[src/design/timer_intc_uart_register_block_defines.svh]
// Assertion macros for the timer, interrupt and UART register block.
`ifndef TIMER_INTC_UART_REGISTER_BLOCK_DEFINES_SVH
`define TIMER_INTC_UART_REGISTER_BLOCK_DEFINES_SVH

`ifndef SYNTHESIS
// Check a property on every clock edge outside reset.
`define TIUR_ASSERT(label, clk, rst, prop) \
  label: assert property (@(posedge clk) disable iff (rst) prop) \
    else $error("tiur assertion failed");
// Check a property on every clock edge, reset included.
`define TIUR_ASSERT_ALWAYS(label, clk, prop) \
  label: assert property (@(posedge clk) prop) \
    else $error("tiur assertion failed");
`else
`define TIUR_ASSERT(label, clk, rst, prop)
`define TIUR_ASSERT_ALWAYS(label, clk, prop)
`endif

`endif

[src/design/tiur_pkg.sv]
`default_nettype none

package tiur_pkg;

  // Operation codes
  localparam logic [1:0] OP_TICK  = 2'd0;
  localparam logic [1:0] OP_READ  = 2'd1;
  localparam logic [1:0] OP_WRITE = 2'd2;

  // Access size codes
  localparam logic [1:0] SIZE_BYTE = 2'd0;
  localparam logic [1:0] SIZE_HALF = 2'd1;
  localparam logic [1:0] SIZE_WORD = 2'd2;

  localparam logic [31:0] MASK_BYTE = 32'h0000_00ff;
  localparam logic [31:0] MASK_HALF = 32'h0000_ffff;

  // Register addresses
  localparam logic [31:0] ADDR_T1_INIT = 32'hb830_0000;
  localparam logic [31:0] ADDR_T1_CMP  = 32'hb830_0004;
  localparam logic [31:0] ADDR_T2_INIT = 32'hb830_0008;
  localparam logic [31:0] ADDR_T2_CMP  = 32'hb830_000c;
  localparam logic [31:0] ADDR_T1_CNT  = 32'hb830_0010;
  localparam logic [31:0] ADDR_T2_CNT  = 32'hb830_0014;
  localparam logic [31:0] ADDR_CTRL1   = 32'hb830_0018;
  localparam logic [31:0] ADDR_CTRL2   = 32'hb830_001c;
  localparam logic [31:0] ADDR_ISR     = 32'hb820_0000;
  localparam logic [31:0] ADDR_IMR     = 32'hb820_0004;
  localparam logic [31:0] ADDR_BAUD    = 32'hb850_0000;
  localparam logic [31:0] ADDR_CHAR    = 32'hb850_0004;

  // Interrupt status bit positions
  localparam int unsigned BIT_UART_EMPTY = 10;
  localparam int unsigned BIT_UART_RX    = 11;
  localparam int unsigned BIT_TIMER1     = 14;

  typedef enum logic [3:0] {
    REG_T1_INIT = 4'd0,
    REG_T1_CMP  = 4'd1,
    REG_T2_INIT = 4'd2,
    REG_T2_CMP  = 4'd3,
    REG_T1_CNT  = 4'd4,
    REG_T2_CNT  = 4'd5,
    REG_CTRL1   = 4'd6,
    REG_CTRL2   = 4'd7,
    REG_ISR     = 4'd8,
    REG_IMR     = 4'd9,
    REG_BAUD    = 4'd10,
    REG_CHAR    = 4'd11
  } reg_sel_t;

  typedef struct packed {
    logic     hit;
    reg_sel_t sel;
  } decode_t;

  // One input transaction
  typedef struct packed {
    logic [1:0]  op;
    logic [1:0]  access_size;
    logic [31:0] address;
    logic [31:0] write_data;
    logic        rx_valid;
    logic [7:0]  rx_byte;
  } item_t;

  // One result transaction
  typedef struct packed {
    logic [31:0] read_data;
    logic        address_hit;
    logic [31:0] interrupt_status;
  } result_t;

  // Map a bus address onto a register
  function automatic decode_t decode(input logic [31:0] addr);
    decode_t d;
    d.hit = 1'b1;
    d.sel = REG_T1_INIT;
    unique case (addr)
      ADDR_T1_INIT: d.sel = REG_T1_INIT;
      ADDR_T1_CMP:  d.sel = REG_T1_CMP;
      ADDR_T2_INIT: d.sel = REG_T2_INIT;
      ADDR_T2_CMP:  d.sel = REG_T2_CMP;
      ADDR_T1_CNT:  d.sel = REG_T1_CNT;
      ADDR_T2_CNT:  d.sel = REG_T2_CNT;
      ADDR_CTRL1:   d.sel = REG_CTRL1;
      ADDR_CTRL2:   d.sel = REG_CTRL2;
      ADDR_ISR:     d.sel = REG_ISR;
      ADDR_IMR:     d.sel = REG_IMR;
      ADDR_BAUD:    d.sel = REG_BAUD;
      ADDR_CHAR:    d.sel = REG_CHAR;
      default:      d.hit = 1'b0;
    endcase
    return d;
  endfunction

endpackage

`default_nettype wire

[src/design/tiur_core.sv]
`default_nettype none

// Register file and per-transaction execution: state advances on fire.
module tiur_core (
  input  wire logic             clk,
  input  wire logic             rst,
  input  wire logic             fire,
  input  wire tiur_pkg::item_t  item,
  output tiur_pkg::result_t     res
);

  logic [31:0] timer1_initial, timer1_compare, timer1_count;
  logic [31:0] timer2_initial, timer2_compare, timer2_count;
  logic [31:0] timer_control_one, timer_control_two;
  logic [31:0] irq_status, irq_mask;
  logic [31:0] uart_baud, uart_character;

  logic [31:0] timer1_initial_next, timer1_compare_next, timer1_count_next;
  logic [31:0] timer2_initial_next, timer2_compare_next, timer2_count_next;
  logic [31:0] timer_control_one_next, timer_control_two_next;
  logic [31:0] irq_status_next, irq_mask_next;
  logic [31:0] uart_baud_next, uart_character_next;

  tiur_pkg::decode_t dec;
  logic [31:0]       reg_val;
  logic [31:0]       rdata;
  logic [31:0]       cnt_dec;
  logic              hit;

  assign dec     = tiur_pkg::decode(item.address);
  assign cnt_dec = timer1_count - 32'd1;

  // Select the addressed register
  always_comb begin
    unique case (dec.sel)
      tiur_pkg::REG_T1_INIT: reg_val = timer1_initial;
      tiur_pkg::REG_T1_CMP:  reg_val = timer1_compare;
      tiur_pkg::REG_T2_INIT: reg_val = timer2_initial;
      tiur_pkg::REG_T2_CMP:  reg_val = timer2_compare;
      tiur_pkg::REG_T1_CNT:  reg_val = timer1_count;
      tiur_pkg::REG_T2_CNT:  reg_val = timer2_count;
      tiur_pkg::REG_CTRL1:   reg_val = timer_control_one;
      tiur_pkg::REG_CTRL2:   reg_val = timer_control_two;
      tiur_pkg::REG_ISR:     reg_val = irq_status;
      tiur_pkg::REG_IMR:     reg_val = irq_mask;
      tiur_pkg::REG_BAUD:    reg_val = uart_baud;
      tiur_pkg::REG_CHAR:    reg_val = uart_character;
      default:               reg_val = 32'd0;
    endcase
  end

  // Execute one transaction against the register file
  always_comb begin
    timer1_initial_next    = timer1_initial;
    timer1_compare_next    = timer1_compare;
    timer1_count_next      = timer1_count;
    timer2_initial_next    = timer2_initial;
    timer2_compare_next    = timer2_compare;
    timer2_count_next      = timer2_count;
    timer_control_one_next = timer_control_one;
    timer_control_two_next = timer_control_two;
    irq_status_next        = irq_status;
    irq_mask_next          = irq_mask;
    uart_baud_next         = uart_baud;
    uart_character_next    = uart_character;
    rdata                  = 32'd0;
    hit                    = 1'b0;

    unique case (item.op)
      tiur_pkg::OP_TICK: begin
        // Advance timer one, reload on compare match
        if (cnt_dec == timer1_compare) begin
          timer1_count_next = timer1_initial;
          irq_status_next[tiur_pkg::BIT_TIMER1] = 1'b1;
        end else begin
          timer1_count_next = cnt_dec;
        end
        // Service the UART character register
        if (uart_character == 32'd0) begin
          irq_status_next[tiur_pkg::BIT_UART_EMPTY] = 1'b1;
        end else if (item.rx_valid) begin
          uart_character_next = {24'd0, item.rx_byte};
          irq_status_next[tiur_pkg::BIT_UART_RX] = 1'b1;
        end
      end
      tiur_pkg::OP_READ: begin
        if (dec.hit) begin
          hit = 1'b1;
          unique case (item.access_size)
            tiur_pkg::SIZE_BYTE: rdata = reg_val & tiur_pkg::MASK_BYTE;
            tiur_pkg::SIZE_HALF: rdata = reg_val & tiur_pkg::MASK_HALF;
            default:             rdata = reg_val;
          endcase
          // Drop the receive flag once a nonzero character is read out by a byte or word read
          if (dec.sel == tiur_pkg::REG_CHAR && item.access_size != tiur_pkg::SIZE_HALF
              && rdata != 32'd0) begin
            irq_status_next[tiur_pkg::BIT_UART_RX] = 1'b0;
          end
        end
      end
      tiur_pkg::OP_WRITE: begin
        if (dec.hit) begin
          hit = 1'b1;
          if (item.access_size == tiur_pkg::SIZE_WORD) begin
            unique case (dec.sel)
              tiur_pkg::REG_T1_INIT: begin
                timer1_initial_next = item.write_data;
                timer1_count_next   = item.write_data;
              end
              tiur_pkg::REG_T1_CMP:  timer1_compare_next    = item.write_data;
              tiur_pkg::REG_T2_INIT: timer2_initial_next    = item.write_data;
              tiur_pkg::REG_T2_CMP:  timer2_compare_next    = item.write_data;
              tiur_pkg::REG_T1_CNT:  timer1_count_next      = item.write_data;
              tiur_pkg::REG_T2_CNT:  timer2_count_next      = item.write_data;
              tiur_pkg::REG_CTRL1:   timer_control_one_next = item.write_data;
              tiur_pkg::REG_CTRL2:   timer_control_two_next = item.write_data;
              tiur_pkg::REG_ISR:     irq_status_next        = item.write_data;
              tiur_pkg::REG_IMR:     irq_mask_next          = item.write_data;
              tiur_pkg::REG_BAUD:    uart_baud_next         = item.write_data;
              tiur_pkg::REG_CHAR:    uart_character_next    = item.write_data;
              default: ;
            endcase
          end
        end
      end
      default: ;
    endcase
  end

  assign res.read_data        = rdata;
  assign res.address_hit      = hit;
  assign res.interrupt_status = irq_status_next;

  // Commit the register file
  always_ff @(posedge clk) begin
    if (rst) begin
      timer1_initial    <= 32'd0;
      timer1_compare    <= 32'd0;
      timer1_count      <= 32'd0;
      timer2_initial    <= 32'd0;
      timer2_compare    <= 32'd0;
      timer2_count      <= 32'd0;
      timer_control_one <= 32'd0;
      timer_control_two <= 32'd0;
      irq_status        <= 32'd0;
      irq_mask          <= 32'd0;
      uart_baud         <= 32'd0;
      uart_character    <= 32'd0;
    end else if (fire) begin
      timer1_initial    <= timer1_initial_next;
      timer1_compare    <= timer1_compare_next;
      timer1_count      <= timer1_count_next;
      timer2_initial    <= timer2_initial_next;
      timer2_compare    <= timer2_compare_next;
      timer2_count      <= timer2_count_next;
      timer_control_one <= timer_control_one_next;
      timer_control_two <= timer_control_two_next;
      irq_status        <= irq_status_next;
      irq_mask          <= irq_mask_next;
      uart_baud         <= uart_baud_next;
      uart_character    <= uart_character_next;
    end
  end

endmodule

`default_nettype wire

[src/design/timer_intc_uart_register_block.sv]
// Channel   Handshake             Payload
// input     in_valid / in_ready   op, access_size, address, write_data, rx_valid, rx_byte
// output    out_valid / out_ready read_data, address_hit, interrupt_status
//
// One transaction per clock while the result register is not held: input register then
// result register, with the register file updated as the result is loaded.
// The result register is the only stall point; while it is held, one more
// transaction waits in the input register and in_ready drops.
// Synchronous reset clears both valid flags and all twelve registers.
`default_nettype none

`include "timer_intc_uart_register_block_defines.svh"

module timer_intc_uart_register_block (
  input  wire logic        clk,
  input  wire logic        rst,
  input  wire logic        in_valid,
  output logic             in_ready,
  input  wire logic [1:0]  op,
  input  wire logic [1:0]  access_size,
  input  wire logic [31:0] address,
  input  wire logic [31:0] write_data,
  input  wire logic        rx_valid,
  input  wire logic [7:0]  rx_byte,
  output logic             out_valid,
  input  wire logic        out_ready,
  output logic [31:0]      read_data,
  output logic             address_hit,
  output logic [31:0]      interrupt_status
);

  tiur_pkg::item_t   item;
  tiur_pkg::result_t res;
  logic              item_valid;
  logic              fire;
  logic              tick_fire;

  // Move the held transaction on when the result register frees up
  assign fire     = item_valid && (!out_valid || out_ready);
  assign in_ready = !item_valid || fire;

  // Flag a tick moving into the result register
  assign tick_fire = fire && item.op == tiur_pkg::OP_TICK;

  // Input register
  always_ff @(posedge clk) begin
    if (rst) begin
      item_valid <= 1'b0;
    end else if (in_ready) begin
      item_valid <= in_valid;
    end
  end

  always_ff @(posedge clk) begin
    if (in_valid && in_ready) begin
      item <= '{op: op, access_size: access_size, address: address,
                write_data: write_data, rx_valid: rx_valid, rx_byte: rx_byte};
    end
  end

  tiur_core u_core (
    .clk  (clk),
    .rst  (rst),
    .fire (fire),
    .item (item),
    .res  (res)
  );

  // Result register
  always_ff @(posedge clk) begin
    if (rst) begin
      out_valid <= 1'b0;
    end else if (fire) begin
      out_valid <= 1'b1;
    end else if (out_ready) begin
      out_valid <= 1'b0;
    end
  end

  always_ff @(posedge clk) begin
    if (fire) begin
      read_data        <= res.read_data;
      address_hit      <= res.address_hit;
      interrupt_status <= res.interrupt_status;
    end
  end

  `TIUR_ASSERT_ALWAYS(a_reset_empties_output, clk, rst |=> !out_valid)
  `TIUR_ASSERT(a_held_item_kept, clk, rst, item_valid && !fire |=> item_valid)
  `TIUR_ASSERT(a_tick_no_hit, clk, rst, tick_fire |=> !address_hit && read_data == '0)

endmodule

`default_nettype wire
[config.mk]
export PLATFORM = sky130hd
export DESIGN_NAME = timer_intc_uart_register_block
export DESIGN_NICKNAME = d
export VERILOG_FILES = /design/src/design/tiur_pkg.sv /design/src/design/tiur_core.sv /design/src/design/timer_intc_uart_register_block.sv
export VERILOG_INCLUDE_DIRS = /design/src /design/src/design
export SDC_FILE = /design/constraint.sdc
export NUM_CORES = 1
export LEC_CHECK = 0
export BUFFER_PORTS_ARGS = -buffer_cell sky130_fd_sc_hd__buf_2
export CAP_MARGIN = 25
export CORE_MARGIN = 1
export CORE_UTILIZATION = 31
export DETAILED_ROUTE_END_ITERATION = 10
export HOLD_SLACK_MARGIN = 0.15
export PLACE_DENSITY = 0.54
export SLEW_MARGIN = 0
export SYNTH_ARGS = -nofsm -noshare
export SYNTH_HDL_FRONTEND = slang
export SYNTH_SLANG_ARGS = --single-unit
[constraint.sdc]
create_clock -name clk -period 4.2 [get_ports clk]
set_input_delay 0.21 -clock clk [delete_from_list [all_inputs] [get_ports clk]]
set_output_delay 0.21 -clock clk [all_outputs]
set_load 0.1 [all_outputs]
Yosys cells after proc, flatten, opt, wreduce, memory -nomap -nowiden
Index checks and enable logic that the tools add are counted.

word-level totals
  output and inout bits = 67
  logic and storage cells = 124
  register bits = 528
  bits of input ports = 81

operators by class
  equality and inequality tests = 35
  $add $sub $neg = 1
  reduce and logical (&&, ||, !) cells = 30
  multiplexer cells = 35

operators by type and width
  cell                     count
  $mux W32                 14
  $eq A32 B32 Y1 const B   12
  $pmux W32 S12            1
  $pmux W32 S2             3
  $reduce_and A5 Y1        10
  $pmux W4 S11             1
  $eq A32 B32 Y1           1
  $logic_not A32 Y1        1
  $reduce_bool A32 Y1      1
  $sub A32 B1 Y32 const B  1
  $mux W17                 1
  $eq A4 B3 Y1 const B     4
  $eq A4 B4 Y1 const B     4
  $reduce_or A12 Y1        1
  $mux W1                  10
  $mux W10                 1
  $eq A4 B2 Y1 const B     2
  $ne A2 B1 Y1 const B     4
  $reduce_and A7 Y1        1
  $ne A2 B2 Y1 const B     3
  $eq A2 B1 Y1 const B     2
  $eq A2 B2 Y1 const B     2
  $eq A4 B1 Y1 const B     1
  $logic_and A1 B1 Y1      4
  other kinds (10)         16

Logic depth before layout (Yosys ltp)
  word-level depth = 12
  depth in mapped cells = 16
  gate-level depth less buffers = 13

Cells and area by module
A second synthesis with hierarchy kept.

second synthesis, totals
  cells, all modules = 2,827
  area, all modules = 24,194.5 sq um

by module, submodules not included
  module                          seq. area each (sq um)  cells an instance  area each (sq um)  times used
  tiur_core                       7,687.4                 2,675              19,826.5           1
  timer_intc_uart_register_block  4,304.1                 152                4,367.9            1

Worst setup path after synthesis
Ideal clock, no wire load.

  kind = reg2reg
  start = register u_core.timer1_count[7]
  end = register u_core.timer1_count[16]
  setup time = 133 ps
  required time = 4,067 ps
  path buffers = 4
  setup slack = -19 ps
  period minus slack after synthesis = 4,219 ps
  cell stages (with the launch flop) = 16
  data arrival time = 4,086 ps
  path through = dfxtp_1 clkbuf_1 or4_4 or4_1 buf_2 nor4_1 xor3_1 or4_1 or4_1 nor4_2 buf_4 buf_12 mux2i_1 nor2_1 a211oi_1 a211oi_2

on the way
  longest elaborated chain between the ends = 4

RTL lines
  what                      line              RTL
  start: declaration        tiur_core.sv:12   logic [31:0] timer1_initial, timer1_compare, timer1_count;
  start signal: assignment  tiur_core.sv:152  timer1_count <= timer1_count_next;
  $sub A32 B1 Y32 (*)       tiur_core.sv:31   assign cnt_dec = timer1_count - 32'd1;
  $eq A32 B32 Y1            tiur_core.sv:72   if (cnt_dec == timer1_compare) begin
  $mux W32 (*)              tiur_core.sv:72
  $pmux W32 S2 (*)          tiur_core.sv:69   unique case (item.op)

Every way passes the cells marked *; elsewhere a longest branch is shown, timed or not.
A chain may end at the register's enable or synchronous reset.

Final worst setup path
  start = register u_core.timer1_count[6]
  end = register u_core.timer1_count[1]

on the way
  longest elaborated chain between the ends = 4

RTL lines
  what             line
  $sub A32 B1 Y32  tiur_core.sv:31
  $eq A32 B32 Y1   tiur_core.sv:72
  $mux W32         tiur_core.sv:72
  $pmux W32 S2     tiur_core.sv:69

No other way between the ends.

==> summary by stage <==
Logic synthesis
The synthesized instance count is around 3000. The proportion of synthesized chip area in sequential cells is 0.487. The post-synthesis async set-or-reset flop share is 0.

The total of flip-flops plus latches after synthesis is 528. The Yosys warning count is 0. The mapped netlist covers 24600 um^2. The number of nets in the synthesized netlist is approximately 3000.

The cell with the most instances after synthesis is sky130_fd_sc_hd__nand2_1. The commonest register cell after synthesis is sky130_fd_sc_hd__dfxtp_1. The post-synthesis cell type count is 84.

The cell type with the largest total area after synthesis is sky130_fd_sc_hd__dfxtp_1. Sorting the synthesized cells by how often they occur yields sky130_fd_sc_hd__nand2_1, sky130_fd_sc_hd__a21oi_1, sky130_fd_sc_hd__dfxtp_1, sky130_fd_sc_hd__clkbuf_1, sky130_fd_sc_hd__nor2_1. The share of Yosys cell area claimed by the top area cell type is 0.314. Yosys mapped a number of flops with a built-in enable equal to roughly 140. Each instance of the synthesized netlist takes up on average 8.31 um^2. In the post-synthesis netlist, the biggest area contributors are sky130_fd_sc_hd__dfxtp_1, sky130_fd_sc_hd__edfxtp_1, sky130_fd_sc_hd__nand2_1.

STA
Setup repair after global routing could not meet its margin everywhere. Derived from the worst setup path, the maximum achievable clock frequency is 230 MHz. The number of hold violations in the final report is 0.

Setup violations remaining at the end of the flow were counted as 8. The final worst clock skew is 0.0395 ns. The max-slew violation count came to 0. Of the available clock period, the critical path in the final layout requires 1.04. Setup slack on the critical path of the routed design comes to -0.152 ns.

Headroom to the max-slew limit came out at 0.280. After layout, the minimum clock period comes to between 4 and 5 ns. For the pin with the worst max-slew slack, the measured transition is about 1.1 ns.

Setup path
The origin of the worst setup path is u_core.timer1_count[6]. The largest fanout on the critical path is 11. The startpoint-to-endpoint class of the critical path is reg -> reg. The sort of element at the start of the critical path is a register.

The endpoint arrival time on the critical path is roughly 4.9 ns. The data required time of the critical path is around 4.7 ns. The startpoint of the most critical register-to-register path is u_core.timer1_count[6]. The worst setup path is captured at a register.

CTS
The H-tree generated during clock tree synthesis spans 2 levels. The clock tree root driver cell is sky130_fd_sc_hd__clkbuf_16. The maximum root-to-sink buffer count is 3.

Counting the buffers created by CTS gives 58. At the later pin of the worst-skew pair, clock insertion delay measures about 0.66 ns. TritonCTS built the clock tree. After clock tree synthesis, the clock-pin slew on the worst setup and hold paths is approximately 0.060 ns. The tree built by TritonCTS fans out to 528 sinks.

Place
Including well taps, the total number of placed cells is ~4000. The count of buffers added on input and output ports is between 100 and 150. The HPWL after detailed placement is ~73000 um. Timing analysis after detailed placement gives a worst setup slack of -0.137 ns. The final RePlAce weighted congestion is 1.00.

Floorplanning
The placeable core region is 78000 um^2. The chip width is ~280 um. After floorplanning, the core was divided into slightly above 100 placement rows. The y dimension of the die is ~280 um.

The count of boundary I/O pins is around 150. The die covers approximately 81000 um^2. The effective utilization at floorplan is 0.316.

Routing
The total detailed-routing wirelength is roughly 100000 um. The residual DRC count is 0. The routed via count is approximately 23000. Using the TritonRoute via totals, the vias-per-cell ratio works out to 5.43. The length of the first detailed-routing pass in iterations is 8. The detailed router finished its first iteration with 2798 violations. After detailed routing, the average wire length per cell comes to between 20 and 25 um. The number of antenna-violating nets in the routed design is 0.

Worst hold path
The path category of the worst min-delay check is in -> reg. In this run the most critical hold path is launched from write_data[15].

Layout
At the end of the flow the core is filled with cells to 0.392. After the last flow step, the layout net total stands at 3306. The repair_antennas step left the layout with diodes totalling 0. For this run, the number of standard cells in the final layout without fillers is between 4000 and 5000. Of the cells placed in the final design, the portion with a size suffix greater than 1 is 0.165. Relative to the synthesized area, the layout overhead comes to 24.2%.

GRT
The largest net degree at the start of global routing is between 100 and 150. The total overflow left after global routing is 0. The initial antenna violation count was 1. The number of global-route vias before repair is roughly 22000. For this run, the total global-route usage over all layers was measured as 0.248. The first-pass GRT wire length is roughly 150000 um.

Pwr
The completed layout was analyzed and its total power is roughly 0.012 W. The reported leakage power is 10.7 nW. The power per cell area is about 400 nW/um^2. The worst voltage drop across the vdd grid is roughly 0.33 mV.

Flow run
The max capacitance violation total is 0.

Outcome
The checks that failed: setup timing. The run finished, with violations left.
-- registers in the layout, indices dropped and copies added (netlist names) --
| signal | count |
|---|---|
| u_core.timer1_count | 32 |
| u_core.timer_control_one | 32 |
| read_data | 32 |
| u_core.timer1_initial | 32 |
| u_core.irq_status | 32 |
| item | 77 |
| item_valid | 1 |
| u_core.irq_mask | 32 |
| u_core.uart_character | 32 |
| u_core.timer2_compare | 32 |
| u_core.timer2_initial | 32 |
| u_core.timer_control_two | 32 |
| interrupt_status | 32 |
| out_valid | 1 |
| u_core.uart_baud | 32 |
| address_hit | 1 |
| u_core.timer2_count | 32 |
| u_core.timer1_compare | 32 |
-- kinds of logic (layout without fill, tap and decap cells) --
group | count (synthesis) | after routing | synth area share
adder cells (fa/ha/maj) | 6 | 6 | 0.00295
flip-flops | 528 | 528 | 0.487
multiplexers | 121 | 121 | 0.0501
XOR/XNOR | 56 | 56 | 0.0267
AO/OA/AOI/OAI | 632 | 632 | 0.152
AND/OR/NAND/NOR | 1341 | 1341 | 0.236
buffers and inverters | 277 | 585 | 0.0446
-- metrics by stage --
stage	hold slack, ns	setup TNS [ns]	cell area, um^2
2_1_floorplan	0.309	0	24600
3_3_place_gp	0.386	-0.578	27500
3_5_place_dp	0.388	-0.812	27500
4_1_cts	0.231	0	30400
5_1_grt	0.255	-2.26	30600
6_report	0.260	-0.402	30600
-- final cells by class --
type | count | area (um^2)
Clock inverter | 28 | 370
Multi-Input combinational cell | 2156 | 11800
Timing Repair Buffer | 446 | 3340
Clock buffer | 81 | 1670
Fill cell | 7834 | 47400
Tap cell | 1040 | 1300
Inverter | 30 | 115
Sequential cell | 528 | 12000
-- timing repair --
action                     CTS  global route
gates resized for setup     10            25
setup endpoints to repair   15            26
cloned                       1             0
pin swaps                    2             3
hold endpoints to repair    83             0
hold buffers                81             0
setup buffers                3             6
-- layout by cell type (no fill, tap or decap), types with 38 or more instances in the layout --
cell	synthesis	final
sky130_fd_sc_hd__nor3_1	81	77
sky130_fd_sc_hd__dlygate4sd3_1	0	81
sky130_fd_sc_hd__a21oi_1	395	394
sky130_fd_sc_hd__clkbuf_16	0	59
sky130_fd_sc_hd__mux2i_1	104	103
sky130_fd_sc_hd__nor2_1	183	179
sky130_fd_sc_hd__nand3_1	71	71
sky130_fd_sc_hd__buf_4	2	204
sky130_fd_sc_hd__dfxtp_1	386	385
sky130_fd_sc_hd__o21ai_0	39	39
sky130_fd_sc_hd__edfxtp_1	142	142
sky130_fd_sc_hd__nand2_1	823	822
sky130_fd_sc_hd__nor4_1	46	38
sky130_fd_sc_hd__buf_2	6	146
-- metal layers --
layer	up-vias	track usage	part of all wire
met5	-	0	0.00013
met3	270	0.0398	0.076
li1	10800	-	-
met4	2	0.138	0.061
met1	11200	0.329	0.42
met2	1074	0.385	0.44
-- path summary, 6_finish.rpt --
check             slack, ns                           end  cells past startpoint
setup / recovery      -0.15        u_core.timer1_count[1]                     14
setup reg to reg      -0.15        u_core.timer1_count[1]                     14
hold reg to reg        0.45  u_core.timer_control_one[26]                      2
hold / removal         0.26                      item[24]                      2
-- critical path, stage by stage (launching register included) --
cell                       delay, ns
sky130_fd_sc_hd__dfxtp_2        0.32
sky130_fd_sc_hd__or4_4          0.54
sky130_fd_sc_hd__or4_4          0.54
sky130_fd_sc_hd__nor4_4         0.19
sky130_fd_sc_hd__xor3_1         0.33
sky130_fd_sc_hd__or4_1          0.52
sky130_fd_sc_hd__or4_4          0.46
sky130_fd_sc_hd__nor4_4         0.28
sky130_fd_sc_hd__buf_4          0.17
sky130_fd_sc_hd__buf_12         0.16
sky130_fd_sc_hd__buf_4          0.13
sky130_fd_sc_hd__mux2i_1        0.16
sky130_fd_sc_hd__nor2_1         0.05
sky130_fd_sc_hd__a211oi_1       0.24
sky130_fd_sc_hd__a211oi_1       0.10
-- power by group --
part	internal [W]	switching (W)
logic	0.000426	0.000789
registers	0.00534	0.000170
clock network	0.00317	0.00228
total	0.00893	0.00324
Power figures use the tool's default switching activity.
